File: src/hdl/fspl_pkg.sv
// Shared types and constants of the servo position loop.
package fspl_pkg;

    localparam int PERIOD_MIN_US = 1000;
    localparam int PERIOD_MAX_US = 1200;
    localparam int HOLD_RESET    = 1500;

    // Width of a valid period and of either of its parts.
    localparam int CYC_W   = $clog2(PERIOD_MAX_US);
    localparam int TIME_W  = 16;
    localparam int TGT_W   = 13;
    localparam int GAIN_W  = 8;
    localparam int MAXO_W  = 10;
    localparam int MINO_W  = 11;
    localparam int DEAD_W  = 8;
    localparam int PULSE_W = 12;
    localparam int DUTY_W  = 10;
    localparam int TURN_W  = 8;
    localparam int CFG_W   = 13;
    localparam int IDX_W   = 3;
    localparam int SPD_W   = 12;

    localparam int PULSE_MAX = (1 << PULSE_W) - 1;

    typedef enum logic [IDX_W-1:0] {
        REG_TARGET_ANGLE = 3'd0,
        REG_GAIN_KP      = 3'd1,
        REG_MAX_SPEED    = 3'd2,
        REG_MIN_SPEED    = 3'd3,
        REG_DEAD_OFFSET  = 3'd4,
        REG_HOLD_STILL   = 3'd5,
        REG_DUTY_LOW     = 3'd6,
        REG_DUTY_HIGH    = 3'd7
    } t_reg_idx;

    typedef struct packed {
        logic [TIME_W-1:0] high_time;
        logic [TIME_W-1:0] low_time;
    } t_in;

    typedef struct packed {
        logic                     sample_ok;
        logic [PULSE_W-1:0]       pulse_width;
        logic [TGT_W-1:0]         angle_now;
        logic signed [TURN_W-1:0] turn_count;
    } t_out;

    typedef struct packed {
        logic [TGT_W-1:0]         target_angle;
        logic [GAIN_W-1:0]        gain_kp;
        logic [MAXO_W-1:0]        max_speed_offset;
        logic signed [MINO_W-1:0] min_speed_offset;
        logic [DEAD_W-1:0]        dead_offset;
        logic [PULSE_W-1:0]       hold_still_us;
        logic [DUTY_W-1:0]        duty_low;
        logic [DUTY_W-1:0]        duty_high;
    } t_cfg;

    // Sequencer commands to the datapath.
    typedef struct packed {
        logic load;
        logic prod;
        logic scale;
        logic div_init;
        logic div_step;
        logic angle;
        logic mult;
        logic pulse;
        logic out_load;
    } t_cmd;

    // Datapath status back to the sequencer.
    typedef struct packed {
        logic sample_valid;
        logic seeded;
    } t_sts;

endpackage

File: src/hdl/feedback_servo_position_loop_unit.sv
// Top level of the servo position loop: configuration, sequencer and datapath.
//
// Input channel (i_in_valid / o_in_stall / i_in_data) carries one measured
// feedback period per transfer: high time and low time in microseconds.
// Output channel (o_out_valid / i_out_stall / o_out_data) returns exactly one
// result per input transfer: sample_ok, commanded pulse, angle, turn count.
// Configuration is written through i_cfg_we / i_cfg_index / i_cfg_wdata; the
// user must write it only while the block is idle, which the block itself
// does not enforce. A write takes effect at the next clock edge.
// Per sample, the transfer edge loads the period; S_PROD forms the products
// and sends a rejected period straight to S_OUT; S_SCALE, S_CHECK and the
// S_DIV steps form the angle; a seeding sample goes from S_ANGLE to S_OUT,
// a regular one on through S_MULT and S_PULSE. S_OUT loads the result
// register, and the result is valid right after the edge that loads it.
// The restoring divider in the datapath makes one quotient bit per cycle; the
// block works on one sample at a time and accepts the next transfer as soon
// as it returns to idle, even while the previous result still waits in the
// output register.
// When the receiver stalls, the result holds in the output register and a
// finished next sample waits in its last step until that register frees.
// Reset (synchronous, active low) restores the register defaults, clears
// the turn counter and the seeded flag, and sets the last pulse to 1500 us.
module feedback_servo_position_loop_unit #(
    parameter int DUTY_FULL_SCALE    = 1000,
    parameter int UNITS_PER_CIRCLE   = 360,
    parameter int QUADRANT_TWO_START = 90,
    parameter int QUADRANT_THREE_END = 270
) (
    input  logic                          i_clk,
    input  logic                          i_rst_n,
    input  logic                          i_in_valid,
    output logic                          o_in_stall,
    input  fspl_pkg::t_in                 i_in_data,
    output logic                          o_out_valid,
    input  logic                          i_out_stall,
    output fspl_pkg::t_out                o_out_data,
    input  logic                          i_cfg_we,
    input  logic [fspl_pkg::IDX_W-1:0]    i_cfg_index,
    input  logic [fspl_pkg::CFG_W-1:0]    i_cfg_wdata
);

    // Quotient width of the angle divide equals the full-scale angle width.
    localparam int FULL_ANGLE = (UNITS_PER_CIRCLE - 1) * 16;
    localparam int DIV_STEPS  = $clog2(FULL_ANGLE + 1);

    fspl_pkg::t_cfg cfg;
    fspl_pkg::t_cmd cmd;
    fspl_pkg::t_sts sts;

    // Hold the register file; writes land at the next edge.
    fspl_cfg u_cfg (
        .i_clk       (i_clk),
        .i_rst_n     (i_rst_n),
        .i_cfg_we    (i_cfg_we),
        .i_cfg_index (i_cfg_index),
        .i_cfg_wdata (i_cfg_wdata),
        .o_cfg       (cfg)
    );

    // Advance one sample through capture, divide, angle, gain and pulse steps.
    fspl_ctrl #(
        .DIV_STEPS (DIV_STEPS)
    ) u_ctrl (
        .i_clk       (i_clk),
        .i_rst_n     (i_rst_n),
        .i_in_valid  (i_in_valid),
        .o_in_stall  (o_in_stall),
        .o_out_valid (o_out_valid),
        .i_out_stall (i_out_stall),
        .i_sts       (sts),
        .o_cmd       (cmd)
    );

    // Compute the angle, count turns and form the pulse under sequencer control.
    fspl_dp #(
        .DUTY_FULL_SCALE    (DUTY_FULL_SCALE),
        .UNITS_PER_CIRCLE   (UNITS_PER_CIRCLE),
        .QUADRANT_TWO_START (QUADRANT_TWO_START),
        .QUADRANT_THREE_END (QUADRANT_THREE_END)
    ) u_dp (
        .i_clk      (i_clk),
        .i_rst_n    (i_rst_n),
        .i_cfg      (cfg),
        .i_in_data  (i_in_data),
        .i_cmd      (cmd),
        .o_sts      (sts),
        .o_out_data (o_out_data)
    );

endmodule

File: src/hdl/fspl_cfg.sv
// Configuration register file of the servo position loop.
module fspl_cfg (
    input  logic                          i_clk,
    input  logic                          i_rst_n,
    input  logic                          i_cfg_we,
    input  logic [fspl_pkg::IDX_W-1:0]    i_cfg_index,
    input  logic [fspl_pkg::CFG_W-1:0]    i_cfg_wdata,
    output fspl_pkg::t_cfg                o_cfg
);

    fspl_pkg::t_cfg r_cfg;

    always_ff @(posedge i_clk) begin
        if (!i_rst_n) begin
            r_cfg.target_angle     <= '0;
            r_cfg.gain_kp          <= fspl_pkg::GAIN_W'(16);
            r_cfg.max_speed_offset <= fspl_pkg::MAXO_W'(200);
            r_cfg.min_speed_offset <= -fspl_pkg::MINO_W'(200);
            r_cfg.dead_offset      <= fspl_pkg::DEAD_W'(30);
            r_cfg.hold_still_us    <= fspl_pkg::PULSE_W'(fspl_pkg::HOLD_RESET);
            r_cfg.duty_low         <= fspl_pkg::DUTY_W'(29);
            r_cfg.duty_high        <= fspl_pkg::DUTY_W'(971);
        end else if (i_cfg_we) begin
            case (fspl_pkg::t_reg_idx'(i_cfg_index))
                fspl_pkg::REG_TARGET_ANGLE: begin
                    r_cfg.target_angle <= i_cfg_wdata[fspl_pkg::TGT_W-1:0];
                end
                fspl_pkg::REG_GAIN_KP: begin
                    r_cfg.gain_kp <= i_cfg_wdata[fspl_pkg::GAIN_W-1:0];
                end
                fspl_pkg::REG_MAX_SPEED: begin
                    r_cfg.max_speed_offset <= i_cfg_wdata[fspl_pkg::MAXO_W-1:0];
                end
                fspl_pkg::REG_MIN_SPEED: begin
                    r_cfg.min_speed_offset <= $signed(i_cfg_wdata[fspl_pkg::MINO_W-1:0]);
                end
                fspl_pkg::REG_DEAD_OFFSET: begin
                    r_cfg.dead_offset <= i_cfg_wdata[fspl_pkg::DEAD_W-1:0];
                end
                fspl_pkg::REG_HOLD_STILL: begin
                    r_cfg.hold_still_us <= i_cfg_wdata[fspl_pkg::PULSE_W-1:0];
                end
                fspl_pkg::REG_DUTY_LOW: begin
                    r_cfg.duty_low <= i_cfg_wdata[fspl_pkg::DUTY_W-1:0];
                end
                fspl_pkg::REG_DUTY_HIGH: begin
                    r_cfg.duty_high <= i_cfg_wdata[fspl_pkg::DUTY_W-1:0];
                end
                default: begin
                    r_cfg <= r_cfg;
                end
            endcase
        end
    end

    assign o_cfg = r_cfg;

endmodule

File: src/hdl/fspl_ctrl.sv
// Sequencer of the servo position loop: steps one sample through the datapath.
module fspl_ctrl #(
    parameter int DIV_STEPS = 13
) (
    input  logic           i_clk,
    input  logic           i_rst_n,
    input  logic           i_in_valid,
    output logic           o_in_stall,
    output logic           o_out_valid,
    input  logic           i_out_stall,
    input  fspl_pkg::t_sts i_sts,
    output fspl_pkg::t_cmd o_cmd
);

    localparam int CNT_W = $clog2(DIV_STEPS);

    typedef enum logic [8:0] {
        S_IDLE  = 9'b000000001,
        S_PROD  = 9'b000000010,
        S_SCALE = 9'b000000100,
        S_CHECK = 9'b000001000,
        S_DIV   = 9'b000010000,
        S_ANGLE = 9'b000100000,
        S_MULT  = 9'b001000000,
        S_PULSE = 9'b010000000,
        S_OUT   = 9'b100000000
    } t_state;

    t_state             r_state, n_state;
    logic [CNT_W-1:0]   r_cnt, n_cnt;
    logic               r_out_valid, n_out_valid;
    logic               slot_free;

    assign slot_free  = !r_out_valid || !i_out_stall;
    assign o_in_stall = (r_state != S_IDLE);

    always_comb begin
        n_state     = r_state;
        n_cnt       = r_cnt;
        n_out_valid = r_out_valid && i_out_stall;
        o_cmd       = '0;
        case (r_state)
            S_IDLE: begin
                if (i_in_valid) begin
                    o_cmd.load = 1'b1;
                    n_state    = S_PROD;
                end
            end
            S_PROD: begin
                o_cmd.prod = 1'b1;
                n_state    = i_sts.sample_valid ? S_SCALE : S_OUT;
            end
            S_SCALE: begin
                o_cmd.scale = 1'b1;
                n_state     = S_CHECK;
            end
            S_CHECK: begin
                o_cmd.div_init = 1'b1;
                n_cnt          = CNT_W'(DIV_STEPS - 1);
                n_state        = S_DIV;
            end
            S_DIV: begin
                o_cmd.div_step = 1'b1;
                n_cnt          = r_cnt - CNT_W'(1);
                if (r_cnt == '0) begin
                    n_state = S_ANGLE;
                end
            end
            S_ANGLE: begin
                o_cmd.angle = 1'b1;
                n_state     = i_sts.seeded ? S_MULT : S_OUT;
            end
            S_MULT: begin
                o_cmd.mult = 1'b1;
                n_state    = S_PULSE;
            end
            S_PULSE: begin
                o_cmd.pulse = 1'b1;
                n_state     = S_OUT;
            end
            S_OUT: begin
                if (slot_free) begin
                    o_cmd.out_load = 1'b1;
                    n_out_valid    = 1'b1;
                    n_state        = S_IDLE;
                end
            end
            default: begin
                n_state = S_IDLE;
            end
        endcase
    end

    always_ff @(posedge i_clk) begin
        if (!i_rst_n) begin
            r_state     <= S_IDLE;
            r_cnt       <= '0;
            r_out_valid <= 1'b0;
        end else begin
            r_state     <= n_state;
            r_cnt       <= n_cnt;
            r_out_valid <= n_out_valid;
        end
    end

    assign o_out_valid = r_out_valid;

    a_busy_after_accept: assert property (@(posedge i_clk) disable iff (!i_rst_n)
        (i_in_valid && !o_in_stall) |=> o_in_stall)
        else $error("sequencer accepted a transfer without going busy");

    a_result_after_load: assert property (@(posedge i_clk) disable iff (!i_rst_n)
        o_cmd.out_load |=> (o_out_valid && !o_in_stall))
        else $error("result load did not present a result and free the input");

endmodule

File: src/hdl/fspl_dp.sv
// Datapath of the servo position loop: angle, divider, turn counter, pulse.
module fspl_dp #(
    parameter int DUTY_FULL_SCALE    = 1000,
    parameter int UNITS_PER_CIRCLE   = 360,
    parameter int QUADRANT_TWO_START = 90,
    parameter int QUADRANT_THREE_END = 270
) (
    input  logic           i_clk,
    input  logic           i_rst_n,
    input  fspl_pkg::t_cfg i_cfg,
    input  fspl_pkg::t_in  i_in_data,
    input  fspl_pkg::t_cmd i_cmd,
    output fspl_pkg::t_sts o_sts,
    output fspl_pkg::t_out o_out_data
);

    localparam int CYC_W   = fspl_pkg::CYC_W;
    localparam int TIME_W  = fspl_pkg::TIME_W;
    localparam int TGT_W   = fspl_pkg::TGT_W;
    localparam int DUTY_W  = fspl_pkg::DUTY_W;
    localparam int TURN_W  = fspl_pkg::TURN_W;
    localparam int PULSE_W = fspl_pkg::PULSE_W;
    localparam int SPD_W   = fspl_pkg::SPD_W;

    localparam int FULL_ANGLE = (UNITS_PER_CIRCLE - 1) * 16;
    localparam int ANG_W      = $clog2(FULL_ANGLE + 1);
    localparam int DFS_W      = $clog2(DUTY_FULL_SCALE + 1);
    localparam int P1_W       = DFS_W + CYC_W;
    localparam int P2_W       = DUTY_W + CYC_W;
    localparam int D_W        = ((P1_W > P2_W) ? P1_W : P2_W) + 1;
    localparam int MAG_W      = D_W - 1;
    localparam int UNITS16    = UNITS_PER_CIRCLE * 16;
    localparam int U16_W      = $clog2(UNITS16 + 1);
    localparam int N_W        = MAG_W + U16_W;
    localparam int SPAN_W     = DUTY_W + 2;
    localparam int SMAG_W     = DUTY_W + 1;
    localparam int DEN_W      = CYC_W + SMAG_W;
    localparam int HP_W       = N_W - ANG_W;
    localparam int CMPD_W     = (HP_W > DEN_W) ? HP_W : DEN_W;
    localparam int Q2_ANGLE   = QUADRANT_TWO_START * 16;
    localparam int Q3_ANGLE   = QUADRANT_THREE_END * 16;
    localparam int Q2_W       = $clog2(Q2_ANGLE + 1);
    localparam int Q3_W       = $clog2(Q3_ANGLE + 1);
    localparam int QM_W       = (Q2_W > Q3_W) ? Q2_W : Q3_W;
    localparam int CMP_W      = (QM_W > ANG_W) ? QM_W : ANG_W;
    localparam int ERR_W      = ((TGT_W > ANG_W) ? TGT_W : ANG_W) + 1;
    localparam int PR_W       = ERR_W + fspl_pkg::GAIN_W + 1;
    localparam int SD_W       = SPD_W + 1;
    localparam int PUL_W      = SD_W + 2;
    localparam int EXT_W      = (ANG_W > TGT_W) ? ANG_W : TGT_W;

    localparam logic signed [TURN_W-1:0] TURN_MAX = {1'b0, {(TURN_W-1){1'b1}}};
    localparam logic signed [TURN_W-1:0] TURN_MIN = {1'b1, {(TURN_W-1){1'b0}}};

    // Sample capture.
    logic [TIME_W-1:0]        r_hi, r_lo;
    logic                     r_valid, r_ok;
    logic [TIME_W:0]          in_cycle;

    // Numerator and denominator build.
    logic [P1_W-1:0]          r_p1;
    logic [P2_W-1:0]          r_p2;
    logic [DEN_W-1:0]         r_den;
    logic                     r_sd, r_sn;
    logic [N_W-1:0]           r_num;

    // Divider.
    logic [DEN_W-1:0]         r_rem;
    logic [ANG_W-1:0]         r_qsh;
    logic                     r_sat;

    // Loop state.
    logic [ANG_W-1:0]         r_prev, r_cur;
    logic                     r_seeded;
    logic signed [TURN_W-1:0] r_turns;
    logic [PULSE_W-1:0]       r_last;
    logic signed [ERR_W-1:0]  r_err;
    logic signed [PR_W-1:0]   r_prod;
    fspl_pkg::t_out           r_out;

    // Combinational terms.
    logic [CYC_W-1:0]         cyc;
    logic signed [SPAN_W-1:0] span_raw, span_s;
    logic [SMAG_W-1:0]        span_mag;
    logic signed [D_W-1:0]    diff;
    logic [MAG_W-1:0]         mag;
    logic [HP_W-1:0]          num_hp;
    logic [DEN_W:0]           trial, trial_sub;
    logic                     trial_ge;
    logic [ANG_W-1:0]         ang;
    logic [CMP_W-1:0]         ang_c, prev_c;
    logic                     wrap_up, wrap_down;
    logic [PR_W-1:0]          bias;
    logic signed [PR_W-1:0]   adj, sp_raw, max_s, min_s, sp_clamp;
    logic signed [SPD_W-1:0]  spd_c;
    logic signed [SD_W-1:0]   spd_d, spd_abs, spd_f;
    logic signed [PUL_W-1:0]  pulse_s;
    logic [PULSE_W-1:0]       pulse_sat;
    logic [EXT_W-1:0]         ang_ext;

    assign in_cycle = {1'b0, i_in_data.high_time} + {1'b0, i_in_data.low_time};

    // A valid period stays below PERIOD_MAX_US, so the narrow sum is exact.
    assign cyc = CYC_W'(r_hi + r_lo);

    always_comb begin
        span_raw = $signed({2'b00, i_cfg.duty_high}) - $signed({2'b00, i_cfg.duty_low})
                   + $signed(SPAN_W'(1));
        span_s   = (span_raw == '0) ? $signed(SPAN_W'(1)) : span_raw;
        span_mag = span_s[SPAN_W-1] ? SMAG_W'(-span_s) : SMAG_W'(span_s);
    end

    always_comb begin
        diff = $signed(D_W'(r_p1)) - $signed(D_W'(r_p2));
        mag  = diff[D_W-1] ? MAG_W'(-diff) : MAG_W'(diff);
    end

    assign num_hp    = r_num[N_W-1:ANG_W];
    assign trial     = {r_rem, r_qsh[ANG_W-1]};
    assign trial_ge  = (trial >= {1'b0, r_den});
    assign trial_sub = trial - {1'b0, r_den};

    // Opposite signs give a negative quotient: the angle clips to full scale.
    always_comb begin
        if (r_sn != r_sd) begin
            ang = ANG_W'(FULL_ANGLE);
        end else if (r_sat || (r_qsh > ANG_W'(FULL_ANGLE))) begin
            ang = '0;
        end else begin
            ang = ANG_W'(FULL_ANGLE) - r_qsh;
        end
    end

    assign ang_c     = CMP_W'(ang);
    assign prev_c    = CMP_W'(r_prev);
    assign wrap_up   = (ang_c < CMP_W'(Q2_ANGLE)) && (prev_c > CMP_W'(Q3_ANGLE));
    assign wrap_down = (prev_c < CMP_W'(Q2_ANGLE)) && (ang_c > CMP_W'(Q3_ANGLE));

    // Round the scaled error toward zero, clamp, add the dead offset, steer, then add the hold pulse and saturate.
    always_comb begin
        bias   = {{(PR_W-8){1'b0}}, {8{r_prod[PR_W-1]}}};
        adj    = r_prod + $signed(bias);
        sp_raw = adj >>> 8;
        max_s  = $signed(PR_W'(i_cfg.max_speed_offset));
        min_s  = PR_W'(i_cfg.min_speed_offset);
        if (sp_raw > max_s) begin
            sp_clamp = max_s;
        end else if (sp_raw < min_s) begin
            sp_clamp = min_s;
        end else begin
            sp_clamp = sp_raw;
        end
        spd_c = SPD_W'(sp_clamp);
        if (r_err > 0) begin
            spd_d = SD_W'(spd_c) + $signed(SD_W'(i_cfg.dead_offset));
        end else if (r_err < 0) begin
            spd_d = SD_W'(spd_c) - $signed(SD_W'(i_cfg.dead_offset));
        end else begin
            spd_d = SD_W'(spd_c);
        end
        spd_abs = spd_d[SD_W-1] ? -spd_d : spd_d;
        if (r_turns > 0) begin
            spd_f = -spd_abs;
        end else if (r_turns < 0) begin
            spd_f = spd_abs;
        end else begin
            spd_f = spd_d;
        end
        pulse_s = $signed(PUL_W'(i_cfg.hold_still_us)) + PUL_W'(spd_f);
        if (pulse_s < 0) begin
            pulse_sat = '0;
        end else if (pulse_s > $signed(PUL_W'(fspl_pkg::PULSE_MAX))) begin
            pulse_sat = PULSE_W'(fspl_pkg::PULSE_MAX);
        end else begin
            pulse_sat = PULSE_W'(pulse_s);
        end
    end

    assign ang_ext = EXT_W'(r_cur);

    // Payload and arithmetic registers.
    always_ff @(posedge i_clk) begin
        if (i_cmd.load) begin
            r_hi    <= i_in_data.high_time;
            r_lo    <= i_in_data.low_time;
            r_valid <= (in_cycle > (TIME_W+1)'(fspl_pkg::PERIOD_MIN_US))
                    && (in_cycle < (TIME_W+1)'(fspl_pkg::PERIOD_MAX_US))
                    && (i_in_data.high_time != '0) && (i_in_data.low_time != '0);
        end
        if (i_cmd.prod) begin
            r_p1  <= P1_W'(DUTY_FULL_SCALE) * P1_W'(r_hi[CYC_W-1:0]);
            r_p2  <= P2_W'(i_cfg.duty_low) * P2_W'(cyc);
            r_den <= DEN_W'(cyc) * DEN_W'(span_mag);
            r_sd  <= span_s[SPAN_W-1];
            r_ok  <= r_valid;
        end
        if (i_cmd.scale) begin
            r_num <= N_W'(mag) * N_W'(UNITS16);
            r_sn  <= diff[D_W-1];
        end
        if (i_cmd.div_init) begin
            r_sat <= (CMPD_W'(num_hp) >= CMPD_W'(r_den));
            r_rem <= DEN_W'(num_hp);
            r_qsh <= r_num[ANG_W-1:0];
        end
        if (i_cmd.div_step) begin
            r_rem <= trial_ge ? DEN_W'(trial_sub) : DEN_W'(trial);
            r_qsh <= {r_qsh[ANG_W-2:0], trial_ge};
        end
        if (i_cmd.angle) begin
            r_err <= $signed(ERR_W'(i_cfg.target_angle)) - $signed(ERR_W'(ang));
        end
        if (i_cmd.mult) begin
            r_prod <= r_err * $signed({1'b0, i_cfg.gain_kp});
        end
        if (i_cmd.out_load) begin
            r_out.sample_ok   <= r_ok;
            r_out.pulse_width <= r_last;
            r_out.angle_now   <= ang_ext[TGT_W-1:0];
            r_out.turn_count  <= r_turns;
        end
    end

    // Loop state.
    always_ff @(posedge i_clk) begin
        if (!i_rst_n) begin
            r_prev   <= '0;
            r_cur    <= '0;
            r_seeded <= 1'b0;
            r_turns  <= '0;
            r_last   <= PULSE_W'(fspl_pkg::HOLD_RESET);
        end else begin
            if (i_cmd.angle) begin
                r_prev   <= ang;
                r_cur    <= ang;
                r_seeded <= 1'b1;
                if (r_seeded) begin
                    if (wrap_up) begin
                        if (r_turns != TURN_MAX) begin
                            r_turns <= r_turns + TURN_W'(1);
                        end
                    end else if (wrap_down) begin
                        if (r_turns != TURN_MIN) begin
                            r_turns <= r_turns - TURN_W'(1);
                        end
                    end
                end
            end
            if (i_cmd.pulse) begin
                r_last <= pulse_sat;
            end
        end
    end

    assign o_sts.sample_valid = r_valid;
    assign o_sts.seeded       = r_seeded;
    assign o_out_data         = r_out;

    a_angle_in_range: assert property (@(posedge i_clk) disable iff (!i_rst_n)
        r_cur <= ANG_W'(FULL_ANGLE))
        else $error("current angle beyond full scale");

    a_turn_single_step: assert property (@(posedge i_clk) disable iff (!i_rst_n)
        $past(i_rst_n) |-> (r_turns == $past(r_turns)
                         || r_turns == $past(r_turns) + TURN_W'(1)
                         || r_turns == $past(r_turns) - TURN_W'(1)))
        else $error("turn counter moved by more than one");

    a_angle_only_valid: assert property (@(posedge i_clk) disable iff (!i_rst_n)
        i_cmd.angle |-> (r_ok && r_valid))
        else $error("angle update on a rejected period");

endmodule

File: config.mk
export PLATFORM = sky130hd
export DESIGN_NAME = feedback_servo_position_loop_unit
export DESIGN_NICKNAME = d
export VERILOG_FILES = /design/src/hdl/fspl_pkg.sv /design/src/hdl/feedback_servo_position_loop_unit.sv /design/src/hdl/fspl_cfg.sv /design/src/hdl/fspl_ctrl.sv /design/src/hdl/fspl_dp.sv
export SDC_FILE = /design/constraint.sdc
export NUM_CORES = 2
export LEC_CHECK = 0
export BUFFER_PORTS_ARGS = -buffer_cell sky130_fd_sc_hd__buf_4
export CAP_MARGIN = 20
export CORE_MARGIN = 2
export CORE_UTILIZATION = 52
export CTS_CLUSTER_DIAMETER = 30
export DETAILED_ROUTE_END_ITERATION = 10
export PLACE_DENSITY = 0.79
export SLEW_MARGIN = 15
export SYNTH_ARGS = -nofsm -noshare
export SYNTH_HDL_FRONTEND = slang
export SYNTH_SLANG_ARGS = --single-unit
File: constraint.sdc
create_clock -name i_clk -period 23.8 [get_ports i_clk]
set_input_delay 5.95 -clock i_clk [delete_from_list [all_inputs] [get_ports i_clk]]
set_output_delay 5.95 -clock i_clk [all_outputs]
set_load 0.02 [all_outputs]
==> run metrics <==
Util after Layout=approximately three fifths; setup TNS=0 ns; Multi-input gate area=~25000 sq um; critical path capture point type=register; Synth top area share=between 10% and 20%; synthesis-to-finish area growth=12.1%; hold_sp=u_dp.r_ok; CTS root buf=clkbuf_16; Pins Over Slew Limit=0; Mapped Cells=approximately 4000; DRT Pass-1 Iters=5; asr flop ratio synth=0%; Yosys Warn Count=0; initial antenna violation count=0; clock net sink count=around 350; total congestion overflow=0; Final WS setup=roughly 12 ns; layout cells sized above 1=around 7.6%; post_cts resized=0; top cells by area, synth=edfxtp_1 18%, fa_1 18%, ha_1 15%; Crit path arrival time=12.04 ns; Die Span Y=268 microns; vias in the first global route=between 20000 and 30000; # setup viols final=0; DRC=0; pre-CTS setup slack=about 12 ns; Worst Tran Pin Value=approximately 1.3 ns; DIE WIDTH=268 microns; gpl congestion=between 0.9 and 1; slowest cell delay on critical path=a little over 0.7 ns; 1st-iter DRT viols=1644; Clock Skews=roughly 0.038 ns; Crit-path slowest cell=mux2i_1; crit start category=register; max_cap viols=0; Netlist cell types=between 100 and 150; CTS tree=yes; die area=a little over 70000 sq um; critical path type=reg -> reg; Final period util=about half; Most common cell on crit path=o21ai_0; # Post-CTS Setup Buffers=0; Vias=between 20000 and 30000; f_max=approximately 0.086 GHz; largest net degree at the start of global routing=between 80 and 90; Core ar.=just under 70000 sq um; DP HPWL=67900 microns; Synth Net Count=between 4000 and 5000; Max Buffers Root-to-Sink=3; clock slew at reported path FFs=roughly 0.050 ns; Crit path buffers/inverters=2; Min Hold Slack=about 0.42 ns; Layout Nets=4871; Period minus WS final=roughly 12 ns; Worst slew margin=14.9%; reg2reg start=u_dp.r_prod[22]; Synth area leader=edfxtp_1; post-route ant nets=0; main flop type after synthesis=edfxtp_1; Filler cells=5750; first-pass GRT wire length=142000 microns; worst hold path type=reg -> reg; Via density=5.60; DR WL/cell=~18 microns; TritonCTS buffer count=between 70 and 80; IO Port Bufs=88; outcome=complete, no violations; Worst Setup SP=u_dp.r_prod[22]; Hold Vio Cnt, Final=0; CP delay by family, top=compound AO/OA/AOI/OAI gates; clk_lat worst skew=around 0.63 ns; syn avg cell area=around 9.2 sq um; register area=between 9000 and 10000 sq um; total track usage=~25%; cts hold-fix bufs=0; synthesized area=between 30000 and 40000 sq um; num rows=96; Post-synth EDFFs=roughly 220; I/O Pins=89; Yosys reg bits=351; final WL=~89000 microns; CP Data Required Time=approximately 24 ns; Seq/Total Area, Yosys=25.4%; commonest cells after routing, fill and taps aside=562 x inv_1, 454 x nand2_1, 438 x ha_1, 319 x fa_1, 309 x nor2_1; initial core utilization=between 50% and 60%; CP Max Fanout=13; unrepaired setup endpoints after global routing=no; commonest non-fill, non-tap cell in the layout=inv_1; CTS H-Tree Depth=3
## metrics by stage
stage | cell area, sq um | cells
after global routing | 40800 | 5054
final | 40800 | 5055
after global placement | 38000 | 4913
after detailed placement | 38000 | 4914
after CTS | 40700 | 5052
after floorplan | 36400 | 3975
## logic make-up (layout without fill, tap and decap cells)
family / Yosys count / count (layout) / share of synthesized area (%)
buf+inv: 675 / 823 / 7.06
other cells: 0 / 1 / 0
compound gates: 701 / 701 / 12.6
fa+ha+maj: 757 / 757 / 32.6
xor+xnor: 241 / 241 / 5.80
simple gates: 1228 / 1228 / 15.8
flops: 351 / 351 / 25.4
mux: 22 / 22 / 0.657
## cell type report
cell class	count	area share [%]
multi-input combinational	2949	60.4
sequential	351	22.7
inverter	570	5.25
clock buffer	88	5.03
tap	931	2.86
timing repair buffer	115	2.15
clock inverter	50	1.68
antenna	1	0.00614
## worst paths after layout
check                             end  slack [ns]  cells past startpoint
setup / recovery       u_dp.r_last[1]       12.21                     46
hold reg to reg   u_dp.o_out_data[33]        0.42                      0
hold / removal    u_dp.o_out_data[33]        0.42                      0
setup reg to reg       u_dp.r_last[1]       12.21                     46
## state kept, by name (all words and copies together) (netlist names), 12 cells and up
signal,cells
u_dp.o_out_data,34
u_dp.r_last,12
u_cfg.o_cfg,82
u_dp.r_p1,18
u_dp.r_prod,23
u_dp.ang_ext,13
u_dp.r_num,27
u_dp.r_err,14
u_dp.r_p2,21
u_dp.r_rem,22
u_dp.r_den,22
u_dp.r_qsh,13
## routing by layer
layer | vias to the layer above | GRT usage (%) | part of all wire (%)
li1 | 13523 | - | -
met1 | 13615 | 30.2 | 41
met2 | 909 | 43.1 | 49
met3 | 265 | 3.56 | 5.7
met4 | 0 | 11.6 | 4.6
met5 | - | 0 | 0
## worst register-to-register path, delay by kind of cell (launching register included)
kind	cells	cell delay, ns
AO/OA/AOI/OAI	24	4.88
XOR/XNOR	2	0.53
adder cells (fa/ha/maj)	5	1.70
buffers and inverters	2	0.30
flip-flops	1	0.63
multiplexers	3	1.50
AND/OR/NAND/NOR	10	1.89
## Yosys cell counts, drive strengths merged (8+ instances only)
master,number
dfxtp,130
nand2b,38
ha,438
o211ai,32
o2111ai,9
a21boi,24
nand4,30
nor2b,38
and3,15
fa,319
nand2,457
a311oi,8
a21o,60
a211oi,17
and2,134
xnor2,175
a21oi,249
nor4,29
or3,15
xor2,66
edfxtp,221
a221oi,9
inv,566
buf,9
o21a,33
nand3b,8
o21bai,37
o21ai,129
nor3b,9
mux2,9
nand3,55
nor3,58
clkbuf,96
nor2,313
mux2i,13
a31oi,18
Power is not shown: default switching activity piles up to over one toggle a cycle in this logic, so the estimate is an artifact.
